**src/hdl/rsrd_pkg.sv**
```systemverilog
`default_nettype none
package rsrd_pkg;

   // Field widths
   localparam int ByteW    = 8;
   localparam int ColW     = 10;
   localparam int WidthW   = 16;
   // Fill position covers 4 * 65535 plus one command overrun of up to 127 bytes
   localparam int FillW    = 19;
   localparam int ReqDataW = 24;
   localparam int RspDataW = 32;

   // Request kinds carried on tuser
   localparam logic KindByte = 1'b0;
   localparam logic KindRead = 1'b1;

   // Commands from the controller to the datapath
   typedef struct packed {
      logic start;       // request accepted: clear the working result
      logic load_whi;    // load high width byte
      logic load_wlo;    // load low width byte, clear fill, flag oversize
      logic load_lit;    // load literal count from command byte
      logic load_run;    // load run count from command byte
      logic load_sym;    // latch run symbol
      logic put_lit;     // store request byte, advance fill
      logic put_run;     // store run symbol, advance fill
      logic clear_fill;  // restart fill at line end
      logic set_done;    // mark result as line end
      logic rd_start;    // load read address from column
      logic rd_issue;    // read one plane, step address by width
      logic load_out;    // move working result to output register
   } cmd_type;

   // Status from the datapath to the controller
   typedef struct packed {
      logic cmd_run;     // command byte is a run
      logic cmd_zero;    // command byte is zero
      logic lit_last;    // one literal left
      logic run_zero;    // run count is zero
      logic run_last;    // one run byte left
      logic fill_done;   // line has all its bytes
      logic rd_ok;       // read column inside a valid line
      logic out_free;    // output register can take a result
   } status_type;

endpackage
`default_nettype wire

```
**src/hdl/rsrd_ctrl.sv**
```systemverilog
`default_nettype none
module rsrd_ctrl (
   input  wire logic               clock,
   input  wire logic               reset,
   input  wire logic               req_tvalid,
   output logic                    req_tready,
   input  wire logic               req_tuser,
   input  wire rsrd_pkg::status_type st,
   output rsrd_pkg::cmd_type       cmd
);

   // Sequencer states
   localparam logic [2:0] S_IDLE   = 3'd0;
   localparam logic [2:0] S_OUT    = 3'd1;
   localparam logic [2:0] S_RUN    = 3'd2;
   localparam logic [2:0] S_FIN    = 3'd3;
   localparam logic [2:0] S_READ   = 3'd4;
   localparam logic [2:0] S_RDLAST = 3'd5;

   // Decode phases
   localparam logic [2:0] PH_MARK1 = 3'd0;
   localparam logic [2:0] PH_MARK2 = 3'd1;
   localparam logic [2:0] PH_WHI   = 3'd2;
   localparam logic [2:0] PH_WLO   = 3'd3;
   localparam logic [2:0] PH_CMD   = 3'd4;
   localparam logic [2:0] PH_LIT   = 3'd5;
   localparam logic [2:0] PH_RUN   = 3'd6;

   logic [2:0] state_ff, state_in;
   logic [2:0] phase_ff, phase_in;
   logic [1:0] rd_cnt_ff, rd_cnt_in;
   logic       accept;

   assign req_tready = (state_ff == S_IDLE) && !reset;
   assign accept     = req_tvalid && req_tready;

   // Sequence one request and the decode phase
   always_comb begin
      state_in  = state_ff;
      phase_in  = phase_ff;
      rd_cnt_in = rd_cnt_ff;
      cmd       = '0;
      case (state_ff)
         S_IDLE: begin
            if (accept) begin
               cmd.start = 1'b1;
               state_in  = S_OUT;
               if (req_tuser == rsrd_pkg::KindRead) begin
                  if (st.rd_ok) begin
                     cmd.rd_start = 1'b1;
                     rd_cnt_in    = '0;
                     state_in     = S_READ;
                  end
               end else begin
                  case (phase_ff)
                     PH_MARK1: phase_in = PH_MARK2;
                     PH_MARK2: phase_in = PH_WHI;
                     PH_WHI: begin
                        cmd.load_whi = 1'b1;
                        phase_in     = PH_WLO;
                     end
                     PH_WLO: begin
                        cmd.load_wlo = 1'b1;
                        state_in     = S_FIN;
                     end
                     PH_CMD: begin
                        if (st.cmd_run) begin
                           cmd.load_run = 1'b1;
                           phase_in     = PH_RUN;
                        end else begin
                           cmd.load_lit = 1'b1;
                           phase_in     = st.cmd_zero ? PH_CMD : PH_LIT;
                        end
                     end
                     PH_LIT: begin
                        cmd.put_lit = 1'b1;
                        if (st.lit_last) begin
                           state_in = S_FIN;
                        end
                     end
                     PH_RUN: begin
                        if (st.run_zero) begin
                           state_in = S_FIN;
                        end else begin
                           cmd.load_sym = 1'b1;
                           state_in     = S_RUN;
                        end
                     end
                     default: phase_in = PH_MARK1;
                  endcase
               end
            end
         end
         // Expand the run, one store entry a cycle
         S_RUN: begin
            cmd.put_run = 1'b1;
            if (st.run_last) begin
               state_in = S_FIN;
            end
         end
         // Close the command: end the line or wait for the next command
         S_FIN: begin
            state_in = S_OUT;
            if (st.fill_done) begin
               cmd.set_done   = 1'b1;
               cmd.clear_fill = 1'b1;
               phase_in       = PH_MARK1;
            end else begin
               phase_in = PH_CMD;
            end
         end
         // Read the four planes of one column
         S_READ: begin
            cmd.rd_issue = 1'b1;
            rd_cnt_in    = rd_cnt_ff + 2'd1;
            if (rd_cnt_ff == 2'd3) begin
               state_in = S_RDLAST;
            end
         end
         S_RDLAST: state_in = S_OUT;
         // Hold the result until the output register is free
         S_OUT: begin
            if (st.out_free) begin
               cmd.load_out = 1'b1;
               state_in     = S_IDLE;
            end
         end
         default: state_in = S_IDLE;
      endcase
   end

   always_ff @(posedge clock) begin
      if (reset) begin
         state_ff  <= S_IDLE;
         phase_ff  <= PH_MARK1;
         rd_cnt_ff <= '0;
      end else begin
         state_ff  <= state_in;
         phase_ff  <= phase_in;
         rd_cnt_ff <= rd_cnt_in;
      end
   end

endmodule
`default_nettype wire

```
**config.mk**
```make
export PLATFORM = sky130hd
export DESIGN_NAME = rsrd_ctrl
export DESIGN_NICKNAME = d
export VERILOG_FILES = /design/src/hdl/rsrd_pkg.sv /design/src/hdl/rsrd_ctrl.sv
export SDC_FILE = /design/constraint.sdc
export NUM_CORES = 1
export LEC_CHECK = 0
export ABC_AREA = 1
export BUFFER_PORTS_ARGS = -buffer_cell sky130_fd_sc_hd__buf_2
export CORE_MARGIN = 2
export CORE_UTILIZATION = 45
export CTS_BUF_LIST = sky130_fd_sc_hd__clkbuf_8
export CTS_CLUSTER_SIZE = 40
export DETAILED_ROUTE_END_ITERATION = 6
export GPL_ROUTABILITY_DRIVEN = 0
export HOLD_SLACK_MARGIN = 0.05
export PLACE_DENSITY = 0.77
export SLEW_MARGIN = 20
export SYNTH_ARGS = -nofsm -noshare
export SYNTH_HDL_FRONTEND = slang
export SYNTH_SLANG_ARGS = --single-unit
```
**constraint.sdc**
```tcl
create_clock -name clock -period 3.11 [get_ports clock]
set_input_delay 0.311 -clock clock [delete_from_list [all_inputs] [get_ports clock]]
set_output_delay 0.311 -clock clock [all_outputs]
set_load 0.01 [all_outputs]
```
; Yosys cells after proc, flatten, opt, wreduce, memory -nomap -nowiden
; Index checks and enable logic that the tools add are counted.
[op_classes]
addsub = 1
eq_ne = 20
n_mux = 42
reduce_logical = 12
[ops]
columns = op, count
row1 = $pmux 3 s5, 2
row2 = $mux 3, 9
row3 = $mux 1, 17
row4 = $mux 2, 8
row5 = $ne 2x2->1 const B, 8
row6 = $eq 3x3->1 const B, 5
row7 = $mux 7, 2
row8 = $eq 3x2->1 const B, 4
row9 = $reduce_and 4->1, 3
row10 = $pmux 3 s3, 1
row11 = $eq 3x1->1 const B, 2
row12 = $logic_not 3->1, 2
row13 = $mux 6, 1
row14 = $pmux 3 s2, 1
row15 = $pmux 2 s2, 1
row16 = $reduce_bool 2->1, 2
row17 = $reduce_or 3->1, 1
row18 = $add 2x1->2 const B, 1
row19 = $eq 2x2->1 const B, 1
row20 = $logic_and 1x1->1, 2
row21 = $reduce_or 2->1, 1
row22 = $logic_not 1->1, 1
[totals]
ff_bits = 8
inputBits = 12
out_inout_bits = 14
wordCells = 78

; Depth between registers and ports, before layout
[depth]
depth_word = 6
ltp_mapped = 8
mapped_depth_nobuf = 8

; Worst setup path before layout
; OpenSTA, ideal clock, no wires.
[synth_path]
path_type = register to output
startpoint = reg state_ff[2]
endpoint = out cmd[9] (netlist name)
t_arrival_ns = 1.172
required_ns = 2.799
setup_slack_ns = 1.627
path_stages_with_launch = 6
n_path_buf = 0
path_cell_list = dfxtp_1 > nor2_4 > nand2_4 > nor3_4 > nand2_2 > nor3_1
[synth_lines]
columns = item, line_no
row1 = "start, declared", rsrd_ctrl.sv:29  ; logic [2:0] state_ff, state_in;
row2 = "start signal, assigned", rsrd_ctrl.sv:138  ; state_ff <= state_in;
row3 = "end, declared", rsrd_ctrl.sv:9  ; output rsrd_pkg::cmd_type cmd

==> flow_metrics.tcl <==
set metrics [dict create \
    cp_num_buf_inv 1 \
    avgSynthCellArea_um2 5.88 \
    netlist_top_cells_area "dfxtp_1, nand2_1, nor2_1" \
    yosysWarningCount 0 \
    switching_share_pct 32.6 \
    area_delta_synth_final_pct 25.6 \
    met1_usage_pct 22.5 \
    final_cell_mix "buf_2, nor2_1, nand2_1" \
    ir_drop_uv 282 \
    synth-seq-cells 8 \
    synth.top_cell.area_share_pct 24.1 \
    worst_setup_path_start_kind "flip-flop" \
    ios 26 \
    clock_sinks 8 \
    path_max_fanout 8 \
    fin_nets 154 \
    rows 13 \
    synthMuxAreaShare_pct 0 \
    top_usage_layer "met2" \
    synth_compound_area_share_pct 11.7 \
    finalPower_uw 348 \
    root_buffer "clkbuf_8" \
    vias 739 \
    max_slew.worst_pin.slew_ps 244 \
    core-area_um2 1330 \
    antennaDiodeCount 0 \
    finalCritPeriodShare_pct 56.2 \
    path_clk_slew_ps 40 \
    crit_family "simple AND/OR/NAND/NOR gates" \
    crit_type "flip-flop to primary output" \
    cp_cell_sequence "nor2_4 > nand2_4 > nor3_4 > nand2_2 > nor4_2 > buf_2" \
    synth_top_family_by_area "simple AND/OR/NAND/NOR gates" \
    cap_violations 0 \
    grt-ovfl-total 0 \
    synth_largest_area_cell "dfxtp_1" \
    cpPeakStageDelay_ps 350 \
    fin_crit_ps 1750 \
    worstPathRequired_ps 2800 \
    holdBufCountCts 0 \
    totalWireLength_mm 1.42 \
    initial_core_util_pct 49.8 \
    finalHoldViolations 0 \
    drtIter0Drc 14 \
    leakagePower_uw 0.000470 \
    synthAdderAreaFrac_pct 1.88 \
    ys_types 22 \
    io_buffers 25 \
    grt_setup_unrepaired "no" \
    synth_cells 113 \
    met3_usage_pct 3.02 \
    maxSlewViolCount 0 \
    tns_ps 0 \
    fin_area_um2 835 \
    power.net_switching_uw 113 \
    antenna_found_initial 0 \
    clockPowerShare_pct 34.2 \
    outcome "finished, final reports clean" \
    slew_headroom_pct 83.7 \
    drive_above_1_share_pct 29.5 \
    r2r-end "state_ff[0]" \
    whs_endpoint "rd_cnt_ff[1]" \
    pwr-share-seq_pct 35.7 \
    r2r-start "state_ff[2]" \
    grt_pass1_vias 613 \
    drt_pre_antenna_iters 4 \
    numCtsBuffers 3 \
    post_cts.repair.setup_buffers 0 \
    clkLatencyLatePin_ps 220 \
    grt_pass1_wl_mm 2.33 \
    min_path_cells 2 \
    cp.arrival_ps 1440 \
    final_common_cell "buf_2" \
    min_path_type "input port to flip-flop" \
    avgViaCountPerCell 4.80 \
    setup_viol 0 \
    grt_use_total_pct 16.2 \
    die_h_um 42.4 \
    detailed_place.area_um2 793 \
    syn_area_um2 664 \
    synth-xor-area-share_pct 0 \
    grt_max_degree 10 \
    h-tree-depth 1 \
    dp_hpwl_mm 1.21 \
    power_density_nw_per_um2 417 \
    hp-start "reset" \
    fillers 134 \
    die_w_um 42.4 \
    rr_worst_depth 7 \
    drc 0 \
    hold_slack_ps 396 \
    post_drt_wl_per_cell_um 9.23 \
    cpMaxStageDelayCell "dfxtp_1" \
    postRouteAntennaNets 0 \
    p_int_uw 235 \
    cp-end-kind "primary output" \
    fmax_ghz 0.573 \
    cts_buffer_depth 2 \
    cts_resized 0 \
    clock-skew-final_ps 1.01 \
    power.share.combinational_pct 30.2 \
    ys_seq_area_share_pct 24.1 \
    die-area_um2 1800 \
    cts_tree "yes" \
    cp-startpoint "state_ff[2]" \
    synth_simple_gate_area_share_pct 48.8 \
    syn_nets 126 \
    use_met2_pct 24.3 \
    reg2reg_slack_ps 1870 \
]
==> state kept, by name, summed over array words and instances (netlist names) <==
| name | flops |
|---|---|
| state_ff | 3 |
| rd_cnt_ff | 2 |
| phase_ff | 3 |
==> synthesized netlist by cell type <==
cell and number:
nand4_1 1, nand3b_1 1, nor3_1 1, nor4_1 1, nand3_2 1, ha_1 1
o21ai_2 2, a21oi_1 10, inv_1 16, nor2_1 24, buf_4 2, nand3_1 9
dfxtp_1 8, o21ai_0 2, nor4_2 1, nand2_2 1, inv_2 4, nand2_1 24
or2_2 1, nor3_4 1, nor2_4 1, nand2_4 1
==> logic make-up (layout without fill, tap and decap cells) <==
| group | after synthesis | in the layout |
|---|---|---|
| simple gates | 68 | 68 |
| buf+inv | 22 | 48 |
| compound gates | 14 | 14 |
| flops | 8 | 8 |
| fa+ha+maj | 1 | 1 |
==> per-layer routing <==
| layer | vias up | share of wire (%) |
|---|---|---|
| met4 | 0 | 0.56 |
| met2 | 27 | 39 |
| met3 | 2 | 9.1 |
| met1 | 304 | 51 |
| met5 | - | 0 |
| li1 | 406 | - |
==> power groups by stage <==
stage               Combinational (uW)  Sequential, uW  Clock, uW
floorplan                         80.0             124          0
global placement                   103             125          0
detailed placement                 105             126          0
CTS                                106             124        123
global route                       119             126        128
finish                             105             124        119
==> through the flow <==
| step | utilization, % | instances | worst slack [ps] |
|---|---|---|---|
| after detailed placement | 59.5 | 151 | 1600 |
| final | 62.6 | 154 | 1360 |
| after global placement | 59.5 | 151 | 1650 |
| after CTS | 62.6 | 154 | 1360 |
| after floorplan | - | 113 | 1630 |
| after global routing | 62.6 | 154 | 1270 |
==> worst reg2reg max path: stages, from the launching register on <==
cell     delay (ps)
dfxtp_1         420
inv_1           100
nand3_1         190
o21ai_0         130
nor2_1          100
nand2_1          70
nand2_1          60
a21oi_1          60
==> area by class of cell <==
| cell class | count | area, um^2 | share of cell area, % |
|---|---|---|---|
| clock buffer | 3 | 41.3 | 4.95 |
| inverter | 20 | 75.1 | 9.00 |
| multi-input combinational | 83 | 414 | 49.6 |
| sequential | 8 | 160 | 19.2 |
| tap | 15 | 18.8 | 2.25 |
| timing repair buffer | 25 | 125 | 15.0 |
==> worst max-delay path by stage <==
stage	depth (start not counted)	slack (ps)	to
after detailed placement	6	1600	cmd[11]
after global routing	6	1270	cmd[11]
after floorplan	5	1630	cmd[9]
final	6	1360	cmd[11]
after global placement	6	1650	cmd[11]
after CTS	6	1360	cmd[11]
(Power assumes the default switching activity.)
